**src/wbps_pkg.sv**
```systemverilog
// Shared types and constants for the wildcard byte pattern search block.
// Used by the channel interfaces, the window matcher and the top level.
package wbps_pkg;

  localparam int unsigned MaxLen     = 16;
  localparam int unsigned OffsetBits = 32;
  localparam int unsigned LenW       = $clog2(MaxLen + 1);
  localparam int unsigned IdxW       = (MaxLen > 1) ? $clog2(MaxLen) : 1;
  localparam int unsigned CfgDataW   = 64;
  localparam int unsigned CfgLenW    = 5;
  localparam int unsigned OffsetOutW = 32;

  typedef logic [7:0] byte_t;
  typedef byte_t [MaxLen-1:0] window_t;
  typedef logic [OffsetBits-1:0] count_t;
  typedef logic [OffsetOutW-1:0] offset_t;
  typedef logic [LenW-1:0] len_t;

  localparam count_t CountMax = '1;

  typedef enum logic [1:0] {
    CfgPatLo = 2'd0,
    CfgPatHi = 2'd1,
    CfgLen   = 2'd2,
    CfgWild  = 2'd3
  } cfg_idx_e;

endpackage

```
**src/wbps_if.sv**
```systemverilog
// Valid/ready channel interfaces for the byte input and the search result.
// Depends on wbps_pkg for the byte and offset types.
interface wbps_in_if;
  logic             valid;
  logic             ready;
  wbps_pkg::byte_t  data_byte;
  logic             end_of_buffer;

  modport source(output valid, data_byte, end_of_buffer, input ready);
  modport sink(input valid, data_byte, end_of_buffer, output ready);
endinterface

interface wbps_out_if;
  logic              valid;
  logic              ready;
  logic              match_found;
  wbps_pkg::offset_t match_offset;

  modport source(output valid, match_found, match_offset, input ready);
  modport sink(input valid, match_found, match_offset, output ready);
endinterface

```
**src/wildcard_byte_pattern_search_top.sv**
```systemverilog
// Top level of the wildcard byte pattern search block.
// Depends on wbps_pkg, wbps_if and wbps_window_match.
//
//  Channel   Direction  Beat contents                     Accepted when
//  byte_i    in         data_byte, end_of_buffer          valid && ready
//  result_o  out        match_found, match_offset         valid && ready
//  cfg       in         cfg_we_i, cfg_idx_i, cfg_data_i   cfg_we_i high
//
// One byte is taken per cycle while the output register does not hold the input
// off. The whole compare for a byte is done in the cycle it is accepted and
// the result lands in the output register, so it shows on result_o in the next cycle.
// The output register separates the two sides: a new byte is accepted whenever
// the register is empty or its result is being taken in the same cycle. Reset clears the
// configuration to its defaults, the window, the byte count and the reported
// flag, and empties the output register.
module wildcard_byte_pattern_search_top (
  input  logic                                clk_i,
  input  logic                                rst_ni,
  wbps_in_if.sink                             byte_i,
  wbps_out_if.source                          result_o,
  input  logic                                cfg_we_i,
  input  wbps_pkg::cfg_idx_e                  cfg_idx_i,
  input  logic [wbps_pkg::CfgDataW-1:0]       cfg_data_i
);

  // Configuration registers.
  logic [63:0]                  pat_lo_q;
  logic [63:0]                  pat_hi_q;
  logic [wbps_pkg::CfgLenW-1:0] len_q;
  wbps_pkg::byte_t              wild_q;

  always_ff @(posedge clk_i or negedge rst_ni) begin
    if (!rst_ni) begin
      pat_lo_q <= '0;
      pat_hi_q <= '0;
      len_q    <= wbps_pkg::CfgLenW'(1);
      wild_q   <= '0;
    end else if (cfg_we_i) begin
      unique case (cfg_idx_i)
        wbps_pkg::CfgPatLo: pat_lo_q <= cfg_data_i[63:0];
        wbps_pkg::CfgPatHi: pat_hi_q <= cfg_data_i[63:0];
        wbps_pkg::CfgLen:   len_q    <= cfg_data_i[wbps_pkg::CfgLenW-1:0];
        wbps_pkg::CfgWild:  wild_q   <= cfg_data_i[7:0];
        default: ;
      endcase
    end
  end

  // Pattern bytes in order, byte 0 from the low bits of the low register.
  wbps_pkg::window_t pattern;
  always_comb begin
    for (int j = 0; j < wbps_pkg::MaxLen; j++) begin
      if (j < 8) begin
        pattern[j] = pat_lo_q[8*(j%8) +: 8];
      end else begin
        pattern[j] = pat_hi_q[8*(j%8) +: 8];
      end
    end
  end

  // A length of zero behaves as one, anything beyond the window as the
  // full window.
  wbps_pkg::len_t used_len;
  always_comb begin
    if (len_q == '0) begin
      used_len = wbps_pkg::len_t'(1);
    end else if (32'(len_q) > wbps_pkg::MaxLen) begin
      used_len = wbps_pkg::len_t'(wbps_pkg::MaxLen);
    end else begin
      used_len = wbps_pkg::len_t'(len_q);
    end
  end

  // Per-buffer search state.
  wbps_pkg::window_t win_q, win_d;
  wbps_pkg::count_t  seen_q, seen_d;
  logic              reported_q, reported_d;

  // Output register.
  logic              out_valid_q, out_valid_d;
  logic              found_q, found_d;
  wbps_pkg::offset_t offset_q, offset_d;

  logic              accept;
  wbps_pkg::window_t win_shift;
  wbps_pkg::count_t  seen_inc;
  logic              enough;
  logic              pat_ok;
  logic              hit;
  logic              has_result;

  assign byte_i.ready = !out_valid_q || result_o.ready;
  assign accept       = byte_i.valid && byte_i.ready;

  // The window with the incoming byte shifted in at the newest slot.
  always_comb begin
    win_shift[0] = byte_i.data_byte;
    for (int i = 1; i < wbps_pkg::MaxLen; i++) begin
      win_shift[i] = win_q[i-1];
    end
  end

  // The byte count stops at all ones rather than wrapping.
  assign seen_inc = (seen_q == wbps_pkg::CountMax) ? seen_q
                                                   : seen_q + wbps_pkg::count_t'(1);
  assign enough   = seen_inc >= wbps_pkg::count_t'(used_len);

  wbps_window_match u_match (
    .win_i      (win_shift),
    .pattern_i  (pattern),
    .len_i      (used_len),
    .wildcard_i (wild_q),
    .match_o    (pat_ok)
  );

  assign hit        = !reported_q && enough && pat_ok;
  assign has_result = hit || (!reported_q && byte_i.end_of_buffer);

  // Search state update. Once a match is reported the rest of the buffer is
  // skipped; the final byte of a buffer clears everything for the next one.
  always_comb begin
    win_d      = win_q;
    seen_d     = seen_q;
    reported_d = reported_q;
    if (accept) begin
      if (byte_i.end_of_buffer) begin
        win_d      = '0;
        seen_d     = '0;
        reported_d = 1'b0;
      end else if (!reported_q) begin
        win_d      = win_shift;
        seen_d     = seen_inc;
        reported_d = hit;
      end
    end
  end

  // Output register: loads a result on accept, empties when taken.
  always_comb begin
    out_valid_d = out_valid_q;
    found_d     = found_q;
    offset_d    = offset_q;
    if (accept && has_result) begin
      out_valid_d = 1'b1;
      found_d     = hit;
      offset_d    = hit ? wbps_pkg::offset_t'(seen_inc - wbps_pkg::count_t'(used_len)) : '0;
    end else if (result_o.ready) begin
      out_valid_d = 1'b0;
    end
  end

  always_ff @(posedge clk_i or negedge rst_ni) begin
    if (!rst_ni) begin
      win_q       <= '0;
      seen_q      <= '0;
      reported_q  <= 1'b0;
      out_valid_q <= 1'b0;
    end else begin
      win_q       <= win_d;
      seen_q      <= seen_d;
      reported_q  <= reported_d;
      out_valid_q <= out_valid_d;
    end
  end

  always_ff @(posedge clk_i) begin
    found_q  <= found_d;
    offset_q <= offset_d;
  end

  assign result_o.valid        = out_valid_q;
  assign result_o.match_found  = found_q;
  assign result_o.match_offset = offset_q;

endmodule

```
**src/wbps_window_match.sv**
```systemverilog
// Parallel wildcard compare of the byte window against the pattern.
// Depends on wbps_pkg for the window type and sizes.
module wbps_window_match (
  input  wbps_pkg::window_t win_i,
  input  wbps_pkg::window_t pattern_i,
  input  wbps_pkg::len_t    len_i,
  input  wbps_pkg::byte_t   wildcard_i,
  output logic              match_o
);

  logic [wbps_pkg::MaxLen-1:0] byte_ok;

  // Pattern byte j lines up with window slot len-1-j (slot 0 is newest).
  always_comb begin
    wbps_pkg::len_t sel;
    for (int j = 0; j < wbps_pkg::MaxLen; j++) begin
      sel = wbps_pkg::len_t'(len_i - wbps_pkg::len_t'(1) - wbps_pkg::len_t'(j));
      if (wbps_pkg::len_t'(j) >= len_i) begin
        byte_ok[j] = 1'b1;
      end else begin
        byte_ok[j] = (pattern_i[j] == wildcard_i) ||
                     (pattern_i[j] == win_i[sel[wbps_pkg::IdxW-1:0]]);
      end
    end
  end

  assign match_o = &byte_ok;

endmodule

```
**src/flat_wrapper.sv**
```systemverilog
// flat-port wrapper written by rule: the top's interface ports become plain ports
module wildcard_byte_pattern_search_top_flat 
  (clk_i, rst_ni, cfg_we_i, cfg_idx_i, cfg_data_i, byte_i_valid, byte_i_data_byte, byte_i_end_of_buffer, byte_i_ready, result_o_valid, result_o_match_found, result_o_match_offset, result_o_ready);
  wbps_in_if byte_i_i ();
  wbps_out_if result_o_i ();
  input  logic clk_i;
  input  logic rst_ni;
  input  logic cfg_we_i;
  input  wbps_pkg::cfg_idx_e cfg_idx_i;
  input  logic [wbps_pkg::CfgDataW-1:0] cfg_data_i;
  input wire logic [$bits(byte_i_i.valid)-1:0] byte_i_valid;
  input wire logic [$bits(byte_i_i.data_byte)-1:0] byte_i_data_byte;
  input wire logic [$bits(byte_i_i.end_of_buffer)-1:0] byte_i_end_of_buffer;
  output wire logic [$bits(byte_i_i.ready)-1:0] byte_i_ready;
  output wire logic [$bits(result_o_i.valid)-1:0] result_o_valid;
  output wire logic [$bits(result_o_i.match_found)-1:0] result_o_match_found;
  output wire logic [$bits(result_o_i.match_offset)-1:0] result_o_match_offset;
  input wire logic [$bits(result_o_i.ready)-1:0] result_o_ready;
  assign byte_i_i.valid = byte_i_valid;
  assign byte_i_i.data_byte = byte_i_data_byte;
  assign byte_i_i.end_of_buffer = byte_i_end_of_buffer;
  assign byte_i_ready = byte_i_i.ready;
  assign result_o_valid = result_o_i.valid;
  assign result_o_match_found = result_o_i.match_found;
  assign result_o_match_offset = result_o_i.match_offset;
  assign result_o_i.ready = result_o_ready;
  wildcard_byte_pattern_search_top u_core (.clk_i(clk_i), .rst_ni(rst_ni), .byte_i(byte_i_i), .result_o(result_o_i), .cfg_we_i(cfg_we_i), .cfg_idx_i(cfg_idx_i), .cfg_data_i(cfg_data_i));
endmodule
```
**config.mk**
```make
export PLATFORM = sky130hd
export DESIGN_NAME = wildcard_byte_pattern_search_top_flat
export DESIGN_NICKNAME = d
export VERILOG_FILES = /design/src/wbps_pkg.sv /design/src/wbps_if.sv /design/src/wildcard_byte_pattern_search_top.sv /design/src/wbps_window_match.sv /design/src/flat_wrapper.sv
export SDC_FILE = /design/constraint.sdc
export NUM_CORES = 1
export LEC_CHECK = 0
export BUFFER_PORTS_ARGS = -buffer_cell sky130_fd_sc_hd__buf_2
export CORE_MARGIN = 2
export CORE_UTILIZATION = 45
export DETAILED_ROUTE_END_ITERATION = 8
export HOLD_SLACK_MARGIN = 0.08
export PLACE_DENSITY = 0.72
export SLEW_MARGIN = 20
export SYNTH_ARGS = -nofsm -noshare
export SYNTH_HDL_FRONTEND = slang
export SYNTH_HIERARCHICAL = 1
export SYNTH_SLANG_ARGS = --single-unit
```
**constraint.sdc**
```tcl
create_clock -name clk_i -period 8.99 [get_ports clk_i]
set_clock_uncertainty 0.15 [all_clocks]
set_input_delay 0.899 -clock clk_i [delete_from_list [all_inputs] [get_ports clk_i]]
set_output_delay 0.899 -clock clk_i [all_outputs]
set_load 0.01 [all_outputs]
```
==> results.yml <==
status:
  status: "finished clean"
flow_run:
  max_cap_viol_count: 0
timing:
  max_freq_ghz: 0.1246
  tns_ns: 0
  finalSetupViolCount: 0
  report.final.slew_viol_count: 0
  worst_pin_slew_ns: 1.114
  slew_headroom_pct: 25.73
  fin_crit_ns: 8.023
  hold_viol: 0
  rsz0062_at_grt: "false"
  finalCritPeriodShare_pct: 89.24
clocking:
  worstSkewPairLatency_ns: 0.56
  hold_buffers: 0
  cts_sinks: 328
  postCtsSetupRepairBufs: 0
  cts.clk_slew.worst_paths_ns: 0.06
  cts.path.max_buffers: 3
  numCtsBuffers: 38
  cts_resized: 0
  htreeDepth: 2
  cts_tree: "done"
  cts_root_buffer: "clkbuf_16"
synthesis:
  syn_avg_cell_area_um2: 10.98
  ys_seq_area_share_pct: 35.73
  syn_area_mm2: 0.02344
  yosysMostFrequentCell: "mux2i_1"
  synth_warnings: 6
  async_reset_ff_share_pct: 89.94
  syn_nets: 2225
  synth_top_area_cell: "dfrtp_1"
  synthCells: 2134
  ys_top_cells_by_count: "389 x mux2i_1, 294 x dfrtp_1, 171 x xnor2_1, 149 x xor2_1, 147 x mux2_2"
  netlist.area_leader.share_pct: 31.39
  ys_types: 82
  yosys-top-cells-area: "dfrtp_1 31%, mux2i_1 17%, mux2_2 7.1%"
  synth_edf_count: 33
  synthFlopType: "dfrtp_1"
  ys_ff_latch: 328
hold_path:
  hp-class: "input pin to asynchronous set/reset pin"
routing:
  avgViaCountPerCell: 6.297
  routed_wirelength_um: 70560
  drc_errors: 0
  drt_iter0_drc: 1920
  wl_per_cell_um: 24.63
  dr.pass1.iters: 6
  drtAntennaViolNets: 0
  vias: 18040
placed_design:
  gp_congestion: 0.9939
  place_inst: 2798
  numPortBuffers: 114
  hpwl_um: 52010
  place_area_mm2: 0.02451
final_layout:
  drive_above_1_share_pct: 20.78
  stdcell_count: 2865
  fillers: 4568
  syn_to_final_growth_pct: 9.860
  n_antenna_cell: 0
  final_area_mm2: 0.02575
  final_nets: 2250
die:
  ioPinCount: 115
  fp.dieH_um: 232.2
  rows: 83
  fp.dieW_um: 232.2
  core_region_area_mm2: 0.05141
  die-area_mm2: 0.05393
  initial_core_util_pct: 45.60
power:
  irDropWorstVdd_mv: 0.1650
  p_per_area_mw_per_mm2: 238.9
  leakage_nw: 11.03
global_route:
  grt_antenna_before_repair: 1
  grt_max_degree: 162
  grt_pass1_vias: 17540
  grt_pass1_wl_um: 107600
  gr-usage-all-layers_pct: 25.97
  grt_remaining_overflow: 0
setup_path:
  critical_path_class: "flip-flop to flip-flop"
  r2r-end: "u_core/result_o.match_offset[4]$_SDFFCE_PN0P_"
  ff2ff_setup_slack_ns: 0.97
  reg2reg_depth: 19
  crit_path_start_kind: "flip-flop"
  worstPathRequired_ns: 9.05
  endpoint_kind: "flip-flop"
  timing.rr.start: "u_core/len_q[4]$_DFFE_PN0P_"
  worst-path-max-fanout: 42
  worstPathArrival_ns: 8.09
-- logic make-up after synthesis --
family	after synthesis	synth area share (%)
mux	590	28.86
simple gates	380	8.664
flops	328	35.73
xor+xnor	327	12.54
compound gates	322	10.30
buf+inv	176	3.283
fa+ha+maj	11	0.6192
-- through the flow --
| stage | hold slack, ns | setup slack, ns | total power [W] | util, % |
|---|---|---|---|---|
| floorplan | 0.3275 | 1.123 | 0.003950 | - |
| CTS | 0.3574 | 0.8393 | 0.006135 | 50.03 |
| detailed placement | 0.3674 | 0.8671 | 0.004591 | 47.67 |
| global route | 0.08089 | 0.5284 | 0.006412 | 50.09 |
| finish | 0.06576 | 0.9669 | 0.006151 | 50.09 |
| global placement | 0.3625 | 1.118 | 0.004528 | 47.65 |
-- cell usage in the layout, fill, tap and decap left out, types with 34 or more instances in the layout --
master / instances
buf_2: 113
dfrtp_1: 294
nand4_1: 41
o21ai_0: 53
xnor2_1: 169
mux2i_1: 389
nand2_1: 104
clkbuf_16: 39
xor2_1: 148
a22oi_1: 34
mux4_2: 54
nor2_1: 79
mux2_2: 147
a22o_1: 125
-- where the power goes --
group	switching (W)	total (W)	internal (W)
combinational	0.00156	0.00278	0.00123
clock	0.000630	0.00152	0.000893
sequential	0.000202	0.00184	0.00164
total	0.00239	0.00615	0.00376
-- layout make-up --
cell class | instances | area (um2) | share of cell area [%]
clock inverters | 17 | 148.9 | 0.5782
multi-input cells | 1630 | 14400 | 55.91
repair buffers | 144 | 850.8 | 3.304
well taps | 680 | 850.8 | 3.304
inverters | 17 | 63.81 | 0.2478
clock buffers | 49 | 1064 | 4.130
flip-flops and latches | 328 | 8374 | 32.52
-- per-layer routing --
metal | routed length (um) | GRT usage [%] | share of wire [%]
met2 | 33070 | 41.96 | 47
met3 | 5816 | 5.931 | 8.2
met5 | 9 | 0 | 0.013
met4 | 3401 | 11.50 | 4.8
met1 | 28260 | 33.22 | 40
-- state kept, by name, indices dropped and copies added, names as in the netlist --
register and cells:
u_core/win_q 120, u_core/pat_hi_q 64, u_core/pat_lo_q 64, u_core/result_o.match_offset 32, u_core/seen_q 32, u_core/wild_q 8
u_core/len_q 5, u_core/reported_q 1, u_core/result_o.match_found 1, u_core/result_o.valid 1
-- worst max-delay path by stage --
stage,from,endpoint,slack [ns],cells after the start
2_1_floorplan,u_core/len_q[1]$_DFFE_PN0P_,u_core/result_o.match_found$_DFFE_PP_,1.12,24
3_3_place_gp,u_core/len_q[4]$_DFFE_PN0P_,u_core/result_o.match_offset[3]$_SDFFCE_PN0P_,1.12,19
3_5_place_dp,u_core/len_q[4]$_DFFE_PN0P_,u_core/result_o.match_offset[3]$_SDFFCE_PN0P_,0.87,19
4_1_cts,u_core/len_q[4]$_DFFE_PN0P_,u_core/result_o.match_offset[3]$_SDFFCE_PN0P_,0.84,19
5_1_grt,u_core/len_q[4]$_DFFE_PN0P_,u_core/result_o.match_offset[4]$_SDFFCE_PN0P_,0.53,20
6_report,u_core/len_q[4]$_DFFE_PN0P_,u_core/result_o.match_offset[4]$_SDFFCE_PN0P_,0.97,19
-- worst max-delay path, cell delays in order (launching register included) --
cell      delay [ns]
dfrtp_1         0.61
inv_1           0.22
nand2_1         0.18
inv_1           0.39
inv_1           0.23
ha_4            0.77
buf_4           0.57
clkinv_1        0.50
mux4_2          0.59
nor2b_1         0.14
a211oi_1        0.24
a21oi_1         0.15
xor2_1          0.22
o41ai_1         0.54
o211ai_1        0.33
nor4b_2         0.86
o31ai_2         0.19
nor2b_1         0.21
nor3_2          0.14
buf_4           0.38
No activity file was read; power rests on OpenSTA's default activity.
